### config.mk
export PLATFORM = sky130hd
export DESIGN_NAME = als_cfg
export DESIGN_NICKNAME = d
export VERILOG_FILES = /design/src/hw/rtl/als_pkg.sv /design/src/hw/rtl/als_cfg.sv
export SDC_FILE = /design/constraint.sdc
export NUM_CORES = 1
export LEC_CHECK = 0
export ABC_CLOCK_PERIOD_IN_PS = 2900
export BUFFER_PORTS_ARGS = -buffer_cell sky130_fd_sc_hd__buf_2
export CORE_UTILIZATION = 45
export CTS_CLUSTER_DIAMETER = 60
export DETAILED_ROUTE_END_ITERATION = 6
export PLACE_DENSITY = 0.72
export SLEW_MARGIN = 30
export SYNTH_ARGS = -nofsm -noshare
export SYNTH_HDL_FRONTEND = slang
export SYNTH_SLANG_ARGS = --single-unit
### constraint.sdc
create_clock -name clk -period 2.9 [get_ports clk]
set_input_delay 0.435 -clock clk [delete_from_list [all_inputs] [get_ports clk]]
set_output_delay 0.435 -clock clk [all_outputs]
set_load 0.005 [all_outputs]
### src/hw/rtl/als_pkg.sv
package als_pkg;

  // default sizes of the pixel store and of one pixel on the line
  localparam int MAX_PIXELS_DEF     = 256;
  localparam int BITS_PER_PIXEL_DEF = 24;

  // field widths
  localparam int COLOR_W  = 24;
  localparam int COUNT_W  = 9;
  localparam int TICK_W   = 16;
  localparam int GAP_W    = 12;
  localparam int CFG_IDX_W  = 3;
  localparam int CFG_DATA_W = 16;

  // configuration register indexes
  typedef enum logic [CFG_IDX_W-1:0] {
    REG_PIXEL_COUNT = 3'd0,
    REG_BIT_PERIOD  = 3'd1,
    REG_ONE_HIGH    = 3'd2,
    REG_ZERO_HIGH   = 3'd3,
    REG_RESET_BITS  = 3'd4
  } reg_idx_t;

  // request kinds
  typedef enum logic [2:0] {
    MODE_WRITE = 3'd0,
    MODE_FILL  = 3'd1,
    MODE_START = 3'd2,
    MODE_TICK  = 3'd3,
    MODE_READ  = 3'd4
  } mode_t;

  // link phase as reported in link_status
  typedef enum logic [1:0] {
    PHASE_READY  = 2'd0,
    PHASE_PIXELS = 2'd1,
    PHASE_GAP    = 2'd2
  } phase_t;

  // register bank contents handed to the controller
  typedef struct packed {
    logic [COUNT_W-1:0] pixel_count;
    logic [TICK_W-1:0]  bit_period_ticks;
    logic [TICK_W-1:0]  one_high_ticks;
    logic [TICK_W-1:0]  zero_high_ticks;
    logic [GAP_W-1:0]   reset_bits;
  } cfg_t;

endpackage

### src/hw/rtl/als_cfg.sv
module als_cfg import als_pkg::*; (
  input  logic                  clk,
  input  logic                  rst,
  input  logic                  cfg_valid,
  output logic                  cfg_ready,
  input  logic [CFG_IDX_W-1:0]  cfg_index,
  input  logic [CFG_DATA_W-1:0] cfg_data,
  output cfg_t                  cfg
);

  assign cfg_ready = 1'b1;

  // register bank, unknown indexes are dropped
  always_ff @(posedge clk) begin
    if (rst) begin
      cfg.pixel_count      <= COUNT_W'(1);
      cfg.bit_period_ticks <= TICK_W'(89);
      cfg.one_high_ticks   <= TICK_W'(58);
      cfg.zero_high_ticks  <= TICK_W'(29);
      cfg.reset_bits       <= GAP_W'(64);
    end else if (cfg_valid && cfg_ready) begin
      case (cfg_index)
        REG_PIXEL_COUNT: cfg.pixel_count      <= cfg_data[COUNT_W-1:0];
        REG_BIT_PERIOD:  cfg.bit_period_ticks <= cfg_data[TICK_W-1:0];
        REG_ONE_HIGH:    cfg.one_high_ticks   <= cfg_data[TICK_W-1:0];
        REG_ZERO_HIGH:   cfg.zero_high_ticks  <= cfg_data[TICK_W-1:0];
        REG_RESET_BITS:  cfg.reset_bits       <= cfg_data[GAP_W-1:0];
        default: ;
      endcase
    end
  end

endmodule

==> flow_summary_export.csv <==
group,metric,value,unit
status,status,"finished, final reports clean",
yosys,synth.most_common_cell,"nand2b_1",
drt,drtIter0Drc,72,
yosys,synth-edff-count,0,
finish,regArea,1381,sq um
finish,num-nets-final,365,
yosys,synth_ff_type,"dfxtp_1",
placement,dpl.hpwl,3957,microns
job,maxCapViolations,0,
drt,drt-pass1-iter-count,4,
drt,drt-total-wl,5773,microns
global_route,grt_pass1_wl,8825,microns
worst_setup_path,rr_worst_depth,2,
yosys,avgSynthCellArea,10.80,sq um
drt,via_per_inst,4.787,
worst_setup_path,start_kind,"input pin",
global_route,grt_pass1_vias,1792,
finish,final_layout_size_suffix_gt1_share,31.90,%
yosys,yosys.area.top_type,"dfxtp_1",
yosys,synth_top_cell_area_share,49.55,%
clock_network,cts.sinks,69,
pwr,pwr_density_cell,591.5,nW/um^2
floorplan,rows,28,
drt,wl_per_cell,13.65,microns
floorplan,core,5956,sq um
worst_setup_path,critPathMaxFanout,14,
placement,routabilityCongestion,0.7198,
timing,finalSetupViolations,0,
finish,top_regs,"cfg (69)",
worst_setup_path,worstPathRequired,3.15,ns
finish,fill_cells,536,
global_route,grt_usage,18.22,%
worst_setup_path,reg2reg_from,"cfg[47]",
timing,maxSlewViolCount,0,
yosys,async_flop_share,0,%
timing,hold_slack,0.3977,ns
finish,largest_reg_flops,69,
global_route,antenna_found_initial,0,
finish,syn_to_final_growth,26.48,%
clock_network,clkTransAtPathRegs,0.07,ns
clock_network,ctsRootBufferMaster,"clkbuf_8",
finish,layout.cells.non_filler,423,
timing,finClkSkew,0,ns
yosys,yosysSeqAreaShare,49.55,%
clock_network,numCtsBuffers,9,
floorplan,die_w,80.71,microns
global_route,grt_max_degree,59,
drt,ant_nets,0,
clock_network,cts_buffer_depth,2,
pwr,p_leak,1.781,nW
placement,dp.cells,407,
clock_network,tritoncts,"yes",
yosys,synth_warnings,0,
timing,rsz0062_at_grt,"false",
finish,regMostFlops,"cfg",
hold_path,whs_endpoint,"cfg[14]",
timing,finalCriticalPeriod,1.455,ns
timing,fmax,0.6873,GHz
placement,numPortBuffers,90,
finish,diodes,0,
floorplan,initial_core_util,46.81,%
floorplan,io_pins,92,
drt,drc,0,
floorplan,die-area,6513,sq um
clock_network,clkLatencyLatePin,0.32,ns
yosys,synth.net_count,280,
yosys,netlist_top_cells_area,"dfxtp_1 (50%), mux2i_1 (25%), nand2b_1 (16%)",
worst_setup_path,critPathCaptureType,"flip-flop",
yosys,synth_common_cells,"nand2b_1 (71), dfxtp_1 (69), mux2i_1 (69)",
hold_path,hold_depth,3,
yosys,ys_types,14,
clock_network,cts_setup_buffers,0,
hold_path,hp-class,"input pin to flip-flop",
worst_setup_path,rr_endpoint,"cfg[47]",
yosys,ys_seq_elements,69,
worst_setup_path,cp.arrival,1.71,ns
finish,multiInputGateArea,1308,sq um
global_route,grt_remaining_overflow,0,
timing,relSlewSlack,40.22,%
timing,worstMarginPinSlew,0.8967,ns
timing,fin_crit_sh,50.17,%
timing,fin_setup_tns,0,ns
clock_network,cts_hold_buf,0,
pwr,ir_worst_vdd,0.2942,mV
yosys,synthesis.area,2788,sq um
hold_path,hp-start,"cfg_data[2]",
yosys,syn_inst,258,
timing,hold_viol,0,
drt,vias,2025,
finish,utilization,59.20,%
worst_setup_path,crit_type,"input pin to flip-flop",
floorplan,dieHeight,80.71,microns
clock_network,htree_levels,3,
worst_setup_path,reg2reg_slack,2.26,ns
clock_network,cts_resized,0,
-- layout make-up --
type,count,area share (%)
Sequential cell,69,39.18
Multi-Input combinational cell,170,37.08
Timing Repair Buffer,93,13.77
Clock buffer,11,4.294
Clock inverter,5,3.016
Tap cell,75,2.661
-- kinds of logic after synthesis --
kind of cell | after synthesis | synth area share, %
DFF | 69 | 49.55
other | 1 | 0.1345
muxes | 69 | 24.78
buffers and inverters | 19 | 3.546
and+or+nand+nor | 100 | 21.99
-- through the flow --
step                total power [W]  worst slack [ns]  instance area [sq um]
floorplan                  0.001084             1.548                   2788
global placement           0.001138             1.127                   3268
detailed placement         0.001139             1.106                   3268
CTS                        0.002113             1.435                   3526
global route               0.002167             1.339                   3526
finish                     0.002086             1.445                   3526
-- routing by layer --
metal  wire, microns  GRT usage, %  up-vias  part of all wire [%]
met2            2694         28.47       57                    47
met5               0             0        -                     0
met4              82         9.107        0                   1.4
met1            2727         23.53      940                    47
met3             268         4.091        5                   4.6
li1                -             -     1023                     -
-- where the power goes --
group          switching, W  internal [W]  total (W)
Sequential        0.0000109      0.000968   0.000979
Combinational     0.0000681     0.0000687   0.000137
Clock              0.000350      0.000620   0.000970
Total              0.000429       0.00166    0.00209
-- how the worst max path moves through the flow --
| stage | startpoint | depth (start not counted) | slack [ns] | endpoint |
|---|---|---|---|---|
| 6_report | cfg_index[2] | 3 | 1.44 | cfg[47] |
| 5_1_grt | cfg_index[2] | 3 | 1.34 | cfg[52] |
| 4_1_cts | cfg_index[2] | 3 | 1.44 | cfg[35] |
| 3_5_place_dp | cfg_index[2] | 3 | 1.11 | cfg[54] |
| 3_3_place_gp | cfg_index[2] | 3 | 1.13 | cfg[40] |
| 2_1_floorplan | cfg_index[0] | 3 | 1.55 | cfg[60] |
-- critical path, cell delays in order --
cell	delay (ns)
buf_2	0.13
and4bb_1	0.87
mux2i_1	0.27
-- cell usage in the layout (no fill, tap or decap) --
master / instances
buf_2: 90
nand2b_1: 71
mux2i_1: 69
dfxtp_1: 69
nor2_1: 21
clkbuf_8: 11
nand4bb_1: 3
bufinv_16: 3
and4bb_2: 2
buf_4: 2
and4bb_1: 1
nand4b_1: 1
or4b_1: 1
conb_1: 1
clkinv_4: 1
clkinvlp_4: 1
buf_12: 1
Power figures use the tool's default switching activity.
