### src/hw/rtl/als_pkg.sv
package als_pkg;

  // default sizes of the pixel store and of one pixel on the line
  localparam int MAX_PIXELS_DEF     = 256;
  localparam int BITS_PER_PIXEL_DEF = 24;

  // field widths
  localparam int COLOR_W  = 24;
  localparam int COUNT_W  = 9;
  localparam int TICK_W   = 16;
  localparam int GAP_W    = 12;
  localparam int CFG_IDX_W  = 3;
  localparam int CFG_DATA_W = 16;

  // configuration register indexes
  typedef enum logic [CFG_IDX_W-1:0] {
    REG_PIXEL_COUNT = 3'd0,
    REG_BIT_PERIOD  = 3'd1,
    REG_ONE_HIGH    = 3'd2,
    REG_ZERO_HIGH   = 3'd3,
    REG_RESET_BITS  = 3'd4
  } reg_idx_t;

  // request kinds
  typedef enum logic [2:0] {
    MODE_WRITE = 3'd0,
    MODE_FILL  = 3'd1,
    MODE_START = 3'd2,
    MODE_TICK  = 3'd3,
    MODE_READ  = 3'd4
  } mode_t;

  // link phase as reported in link_status
  typedef enum logic [1:0] {
    PHASE_READY  = 2'd0,
    PHASE_PIXELS = 2'd1,
    PHASE_GAP    = 2'd2
  } phase_t;

  // register bank contents handed to the controller
  typedef struct packed {
    logic [COUNT_W-1:0] pixel_count;
    logic [TICK_W-1:0]  bit_period_ticks;
    logic [TICK_W-1:0]  one_high_ticks;
    logic [TICK_W-1:0]  zero_high_ticks;
    logic [GAP_W-1:0]   reset_bits;
  } cfg_t;

endpackage

### src/hw/rtl/als_ctrl.sv
module als_ctrl import als_pkg::*; #(
  parameter int MAX_PIXELS     = MAX_PIXELS_DEF,
  parameter int BITS_PER_PIXEL = BITS_PER_PIXEL_DEF,
  localparam int AW = (MAX_PIXELS > 1) ? $clog2(MAX_PIXELS) : 1
) (
  input  logic               clk,
  input  logic               rst,
  input  cfg_t               cfg,
  // request side
  input  logic               s_tvalid,
  output logic               s_tready,
  input  logic [31:0]        s_tdata,
  input  logic [2:0]         s_tuser,
  // result side
  output logic               m_tvalid,
  input  logic               m_tready,
  output logic [31:0]        m_tdata,
  // pixel store port
  output logic               ram_we,
  output logic [AW-1:0]      ram_addr,
  output logic [COLOR_W-1:0] ram_wdata,
  input  logic [COLOR_W-1:0] ram_rdata
);

  localparam int CW  = $clog2(MAX_PIXELS + 1);
  localparam int BPW = $clog2(BITS_PER_PIXEL);

  typedef enum logic [4:0] {
    ST_CLEAR = 5'b00001,
    ST_IDLE  = 5'b00010,
    ST_FILL  = 5'b00100,
    ST_LOAD  = 5'b01000,
    ST_READ  = 5'b10000
  } state_t;

  state_t             state;
  phase_t             phase;
  logic [CW-1:0]      pixel_pointer;
  logic [BPW-1:0]     bit_pointer;
  logic [TICK_W-1:0]  tick_counter;
  logic [GAP_W-1:0]   gap_counter;
  logic [COLOR_W-1:0] shift_word;
  logic [CW-1:0]      fill_pointer;
  logic [COLOR_W-1:0] fill_color;
  logic               rd_ok;

  // result register
  logic               out_line;
  logic [1:0]         out_status;
  logic               out_acc;
  logic [COLOR_W-1:0] out_rd;

  // request decode
  logic               accept;
  mode_t              mode;
  logic [7:0]         idx;
  logic [COLOR_W-1:0] color;
  logic               idx_ok;
  logic [CW-1:0]      eff_count;
  logic [31:0]        pc32;

  assign s_tready = (state == ST_IDLE) && (!m_tvalid || m_tready);
  assign accept   = s_tvalid && s_tready;
  assign mode     = mode_t'(s_tuser);
  assign idx      = s_tdata[7:0];
  // stored as green, red, blue from the top byte down
  assign color    = {s_tdata[23:16], s_tdata[15:8], s_tdata[31:24]};
  assign idx_ok   = 32'(idx) < 32'(MAX_PIXELS);

  // pixel count clamped to one..MAX_PIXELS
  assign pc32 = 32'(cfg.pixel_count);
  always_comb begin
    if (pc32 == 32'd0) begin
      eff_count = CW'(1);
    end else if (pc32 > 32'(MAX_PIXELS)) begin
      eff_count = CW'(MAX_PIXELS);
    end else begin
      eff_count = CW'(pc32);
    end
  end

  // tick engine: next waveform state for one tick
  logic [CW-1:0]      pp_inc;
  logic [TICK_W-1:0]  t_high;
  logic               t_line;
  logic               t_end;
  logic               t_last_bit;
  logic               t_last_pix;
  logic               t_gap_done;
  phase_t             tk_phase;
  logic [TICK_W-1:0]  tk_tick;
  logic [BPW-1:0]     tk_bit;
  logic [CW-1:0]      tk_pp;
  logic [GAP_W-1:0]   tk_gap;
  logic [COLOR_W-1:0] tk_shift;
  logic               tk_load;

  assign pp_inc     = pixel_pointer + CW'(1);
  assign t_high     = shift_word[COLOR_W-1] ? cfg.one_high_ticks : cfg.zero_high_ticks;
  assign t_line     = (phase == PHASE_PIXELS) && (tick_counter < t_high);
  assign t_end      = tick_counter >= cfg.bit_period_ticks;
  assign t_last_bit = bit_pointer == BPW'(BITS_PER_PIXEL - 1);
  assign t_last_pix = pp_inc >= eff_count;
  assign t_gap_done = ({1'b0, gap_counter} + (GAP_W+1)'(1)) >= {1'b0, cfg.reset_bits};

  always_comb begin
    tk_phase = phase;
    tk_tick  = tick_counter;
    tk_bit   = bit_pointer;
    tk_pp    = pixel_pointer;
    tk_gap   = gap_counter;
    tk_shift = shift_word;
    tk_load  = 1'b0;
    if (phase != PHASE_READY) begin
      tk_tick = t_end ? '0 : tick_counter + TICK_W'(1);
      if (t_end) begin
        if (phase == PHASE_PIXELS) begin
          tk_shift = {shift_word[COLOR_W-2:0], 1'b0};
          if (t_last_bit) begin
            tk_pp  = pp_inc;
            tk_bit = '0;
            if (t_last_pix) begin
              tk_phase = PHASE_GAP;
              tk_gap   = '0;
            end else begin
              tk_load = 1'b1;
            end
          end else begin
            tk_bit = bit_pointer + BPW'(1);
          end
        end else begin
          if (t_gap_done) begin
            tk_phase = PHASE_READY;
            tk_pp    = '0;
            tk_gap   = '0;
          end else begin
            tk_gap = gap_counter + GAP_W'(1);
          end
        end
      end
    end
  end

  // store port: clearing pass, fill sweep, or the access of the item taken now
  always_comb begin
    ram_we    = 1'b0;
    ram_addr  = '0;
    ram_wdata = '0;
    case (state)
      ST_CLEAR: begin
        ram_we   = 1'b1;
        ram_addr = fill_pointer[AW-1:0];
      end
      ST_FILL: begin
        ram_we    = 1'b1;
        ram_addr  = fill_pointer[AW-1:0];
        ram_wdata = fill_color;
      end
      ST_IDLE: begin
        if (accept) begin
          case (mode)
            MODE_WRITE: begin
              ram_we    = idx_ok;
              ram_addr  = AW'(idx);
              ram_wdata = color;
            end
            MODE_READ:  ram_addr = AW'(idx);
            MODE_TICK:  ram_addr = pp_inc[AW-1:0];
            default:    ram_addr = '0;
          endcase
        end
      end
      default: ;
    endcase
  end

  // sequencer and link state
  always_ff @(posedge clk) begin
    if (rst) begin
      state         <= ST_CLEAR;
      phase         <= PHASE_READY;
      pixel_pointer <= '0;
      bit_pointer   <= '0;
      tick_counter  <= '0;
      gap_counter   <= '0;
      shift_word    <= '0;
      fill_pointer  <= '0;
      m_tvalid      <= 1'b0;
    end else begin
      if (m_tvalid && m_tready) begin
        m_tvalid <= 1'b0;
      end
      case (state)
        ST_CLEAR: begin
          if (fill_pointer == CW'(MAX_PIXELS - 1)) begin
            fill_pointer <= '0;
            state        <= ST_IDLE;
          end else begin
            fill_pointer <= fill_pointer + CW'(1);
          end
        end
        ST_FILL: begin
          if ((fill_pointer + CW'(1)) >= eff_count) begin
            fill_pointer <= '0;
            state        <= ST_IDLE;
          end else begin
            fill_pointer <= fill_pointer + CW'(1);
          end
        end
        ST_LOAD: begin
          shift_word <= ram_rdata;
          state      <= ST_IDLE;
        end
        ST_READ: begin
          out_rd   <= rd_ok ? ram_rdata : '0;
          m_tvalid <= 1'b1;
          state    <= ST_IDLE;
        end
        ST_IDLE: begin
          if (accept) begin
            out_line   <= 1'b0;
            out_status <= phase;
            out_acc    <= 1'b1;
            out_rd     <= '0;
            m_tvalid   <= 1'b1;
            case (mode)
              MODE_WRITE: ;
              MODE_FILL: begin
                fill_color <= color;
                state      <= ST_FILL;
              end
              MODE_START: begin
                if (phase == PHASE_READY) begin
                  phase         <= PHASE_PIXELS;
                  out_status    <= PHASE_PIXELS;
                  pixel_pointer <= '0;
                  bit_pointer   <= '0;
                  tick_counter  <= '0;
                  gap_counter   <= '0;
                  state         <= ST_LOAD;
                end else begin
                  out_acc <= 1'b0;
                end
              end
              MODE_TICK: begin
                out_line      <= t_line;
                out_status    <= tk_phase;
                phase         <= tk_phase;
                tick_counter  <= tk_tick;
                bit_pointer   <= tk_bit;
                pixel_pointer <= tk_pp;
                gap_counter   <= tk_gap;
                shift_word    <= tk_shift;
                if (tk_load) begin
                  state <= ST_LOAD;
                end
              end
              MODE_READ: begin
                rd_ok    <= idx_ok;
                m_tvalid <= 1'b0;
                state    <= ST_READ;
              end
              default: out_acc <= 1'b0;
            endcase
          end
        end
        default: state <= ST_IDLE;
      endcase
    end
  end

  // result layout, from the top bit down
  assign m_tdata = {4'b0, out_rd[7:0], out_rd[23:16], out_rd[15:8],
                    out_acc, out_status, out_line};

endmodule

### config.mk
export PLATFORM = sky130hd
export DESIGN_NAME = als_ctrl
export DESIGN_NICKNAME = d
export VERILOG_FILES = /design/src/hw/rtl/als_pkg.sv /design/src/hw/rtl/als_ctrl.sv
export SDC_FILE = /design/constraint.sdc
export NUM_CORES = 1
export LEC_CHECK = 0
export ABC_CLOCK_PERIOD_IN_PS = 4300
export BUFFER_PORTS_ARGS = -buffer_cell sky130_fd_sc_hd__buf_2
export CORE_ASPECT_RATIO = 1.25
export CORE_MARGIN = 5
export CORE_UTILIZATION = 30
export CTS_BUF_LIST = sky130_fd_sc_hd__clkbuf_4
export DETAILED_ROUTE_END_ITERATION = 8
export SETUP_SLACK_MARGIN = 0.3
export SYNTH_ARGS = -nofsm -noshare
export SYNTH_HDL_FRONTEND = slang
export SYNTH_SLANG_ARGS = --single-unit
### constraint.sdc
create_clock -name clk -period 4.3 [get_ports clk]
set_clock_uncertainty 0.05 [all_clocks]
set_input_delay 0.215 -clock clk [delete_from_list [all_inputs] [get_ports clk]]
set_output_delay 0.215 -clock clk [all_outputs]
set_load 0.005 [all_outputs]
==> impl_metrics.toml <==
[outcome]
status = "complete, no violations"

[cts]
cts_tree = "built"
cts-buffers-inserted = 17
cts_post_setup_buffers_inserted = 0
clock-sinks = 135
root_buffer = "clkbuf_4"
clk_latency_ps = 540
path_clk_slew_ps = 130
htreeDepth = 4
clockBufferDepth = 2

[die]
start_util_pct = 30.2
core_area_mm2 = 0.0267
die_h_um = 193
die-area_mm2 = 0.0302
pin_count = 199
die_width_um = 157
rows = 67

[logic_synthesis]
synth_area_mm2 = 0.00806
syn-mean-instance-area_um2 = 9.26
async_flop_share_pct = 0
yosys_warnings = 0
synth_cells = 870
synth_top_area_cell = "dfxtp_1"
synthFlopType = "dfxtp_1"
synth_top_area_share_pct = 20.6
ys_ff_latch = 135
ys_top_cells_by_area = "dfxtp_1 21%, edfxtp_1 19%, ha_1 11%, a21oi_1 4.1%, nor2_1 3.4%"
synthDistinctLibCells = 68
synth_edf_count = 52
ys_seq_area_share_pct = 40.0

[timing]
holdWs_ps = 76.6
fmaxAchievable_mhz = 279
post-route-period-util_pct = 83.5
slew_viol_final = 0
slew_headroom_pct = 38.4
final_hold_viol_count = 0
fin_crit_ps = 3590
worst_slew_pin_slew_ps = 923
final-setup-viol-count = 0
tns_ps = 0
setup_slack_ps = 711
rsz0062_at_grt = "false"

[power_and_ir_drop]
p_leak_uw = 0.00428
power_density_mw_per_mm2 = 264
ir_drop_v = 0.000115

[global_routing]
grt_pass1_wl_mm = 35.2
antenna_found_initial = 3
grt_pass1_vias = 7107
grt_max_degree = 48
gr-total-overflow = 0
track_usage_pct = 14.2

[layout]
area_growth_pct = 26.3
layout.nets = 1305
drive_gt1_share_pct = 24.1
post-route-util_pct = 38.2

[detailed_routing]
dr.pass1.iters = 4
first_iter_violations = 293
drt_wl_total_mm = 21.7
drc = 0
vias = 7137
antenna_left = 0
avgRoutedWirePerCell_um = 14.8
via_per_inst = 4.88

[setup_path]
slowest_delay_ps = 540
crit_type = "flop to flop"
critPathSlowestCell = "or4_4"
cp_top_family = "simple AND/OR/NAND/NOR gates"
cp-start-kind = "flop"
path_cells = "ha_1, and3_4, and4_4, nand4_1, xnor2_1, ha_1, a21oi_1, o22ai_1, a311o_1, a21o_1, or4_4, nand2b_1, o21ai_0"
critPathArrivalTime_ps = 4010
crit_path_end_kind = "flop"
cp_common_cell = "ha_1"
crit_buf_inv = 0
cp_max_fo = 12
cp_data_required_time_ps = 4720

[placement]
pre_cts_slack_ps = 721
place_congestion = 0.847
port_buffers = 194
dp_hpwl_mm = 16.4

[hold_path]
hp-class = "primary input to flop"

[flow_run]
cap_violations = 0
[cell usage after synthesis, types with 17 or more instances]
cell,n
and2_1,29
nor2_1,73
nand3_1,32
mux2i_1,21
inv_1,39
xor2_1,19
xnor2_1,17
nand2_1,68
nand2b_1,21
a21oi_1,66
o21ai_0,38
ha_1,68
edfxtp_1,52
a22o_1,24
a211oi_1,28
dfxtp_1,83
clkbuf_1,27
[where the power goes]
part | internal [µW] | switching (µW) | total [µW]
Clock | 368 | 515 | 883
Combinational | 189 | 238 | 427
Sequential | 1350 | 21.4 | 1370
Total | 1910 | 775 | 2680
[cell type report]
class | count | area [µm²]
Antenna cell | 1 | 2.50
Fill cell | 2724 | 16500
Tap cell | 345 | 432
Inverter | 40 | 150
Timing Repair Buffer | 255 | 1550
Clock buffer | 18 | 135
Clock inverter | 14 | 163
Sequential cell | 135 | 3220
Multi-Input combinational cell | 656 | 4510
[final timing paths]
path                               startpoint                          end  slack, ps  cells after the start
setup / recovery  gap_counter[0]$_SDFFE_PP0P_  gap_counter[3]$_SDFFE_PP0P_        710                     13
hold / removal                     s_tuser[1]        state[3]$_SDFFE_PP0P_         80                      3
setup reg to reg  gap_counter[0]$_SDFFE_PP0P_  gap_counter[3]$_SDFFE_PP0P_        710                     13
hold reg to reg   bit_pointer[1]$_SDFFE_PP0P_  bit_pointer[1]$_SDFFE_PP0P_        440                      2
[what timing repair did]
action                     4_1_cts  5_1_grt
setup endpoints to repair        0        0
resized for setup                0        0
hold endpoints to repair        51        0
hold buffers                    50        0
[cells in the final DEF, fill, tap and decap left out, types with 24 or more instances in the layout]
cell type / count
edfxtp_1: 52
ha_1: 68
dlygate4sd3_1: 50
a22o_1: 24
nand2_1: 68
inv_1: 39
buf_2: 194
nand3_1: 32
and2_1: 29
dfxtp_1: 83
a21oi_1: 66
a211oi_1: 28
nor2_1: 72
o21ai_0: 38
[worst reg2reg max path: cells and delay by family, from the launching register on]
kind	cells	cell delay (ps)
AND/OR/NAND/NOR	5	1310
flip-flops	1	450
adder cells (fa/ha/maj)	2	530
XOR/XNOR	1	320
AO/OA/AOI/OAI	5	890
[flip-flops by register name (all words and copies together), names as in the netlist]
| name | flops |
|---|---|
| fill_pointer | 9 |
| fill_color | 24 |
| out_line | 1 |
| tick_counter | 16 |
| out_status | 2 |
| pixel_pointer | 9 |
| shift_word | 24 |
| bit_pointer | 5 |
| out_rd | 24 |
| phase | 2 |
| gap_counter | 12 |
| state | 5 |
| out_acc | 1 |
| m_tvalid | 1 |
[layer usage]
layer	share of wire, %	track usage (%)
met4	2.0	4.69
met3	4.5	2.66
met1	43	17.4
met2	50	25.0
met5	0.064	0
[logic make-up after synthesis]
logic type	synth area share, %
AO/OA/AOI/OAI	18.6
XOR/XNOR	3.91
adder cells (fa/ha/maj)	10.6
buffers and inverters	4.33
flip-flops	40.0
multiplexers	2.61
other	0.0466
AND/OR/NAND/NOR	19.9
[stage by stage]
stage	instances	total power [µW]	cell area (µm²)
after CTS	1463	2730	10200
after floorplan	873	1630	8070
after detailed placement	1381	1790	9370
after global routing	1464	2840	10200
final	1464	2680	10200
after global placement	1381	1790	9370
(Power assumes the default switching activity.)
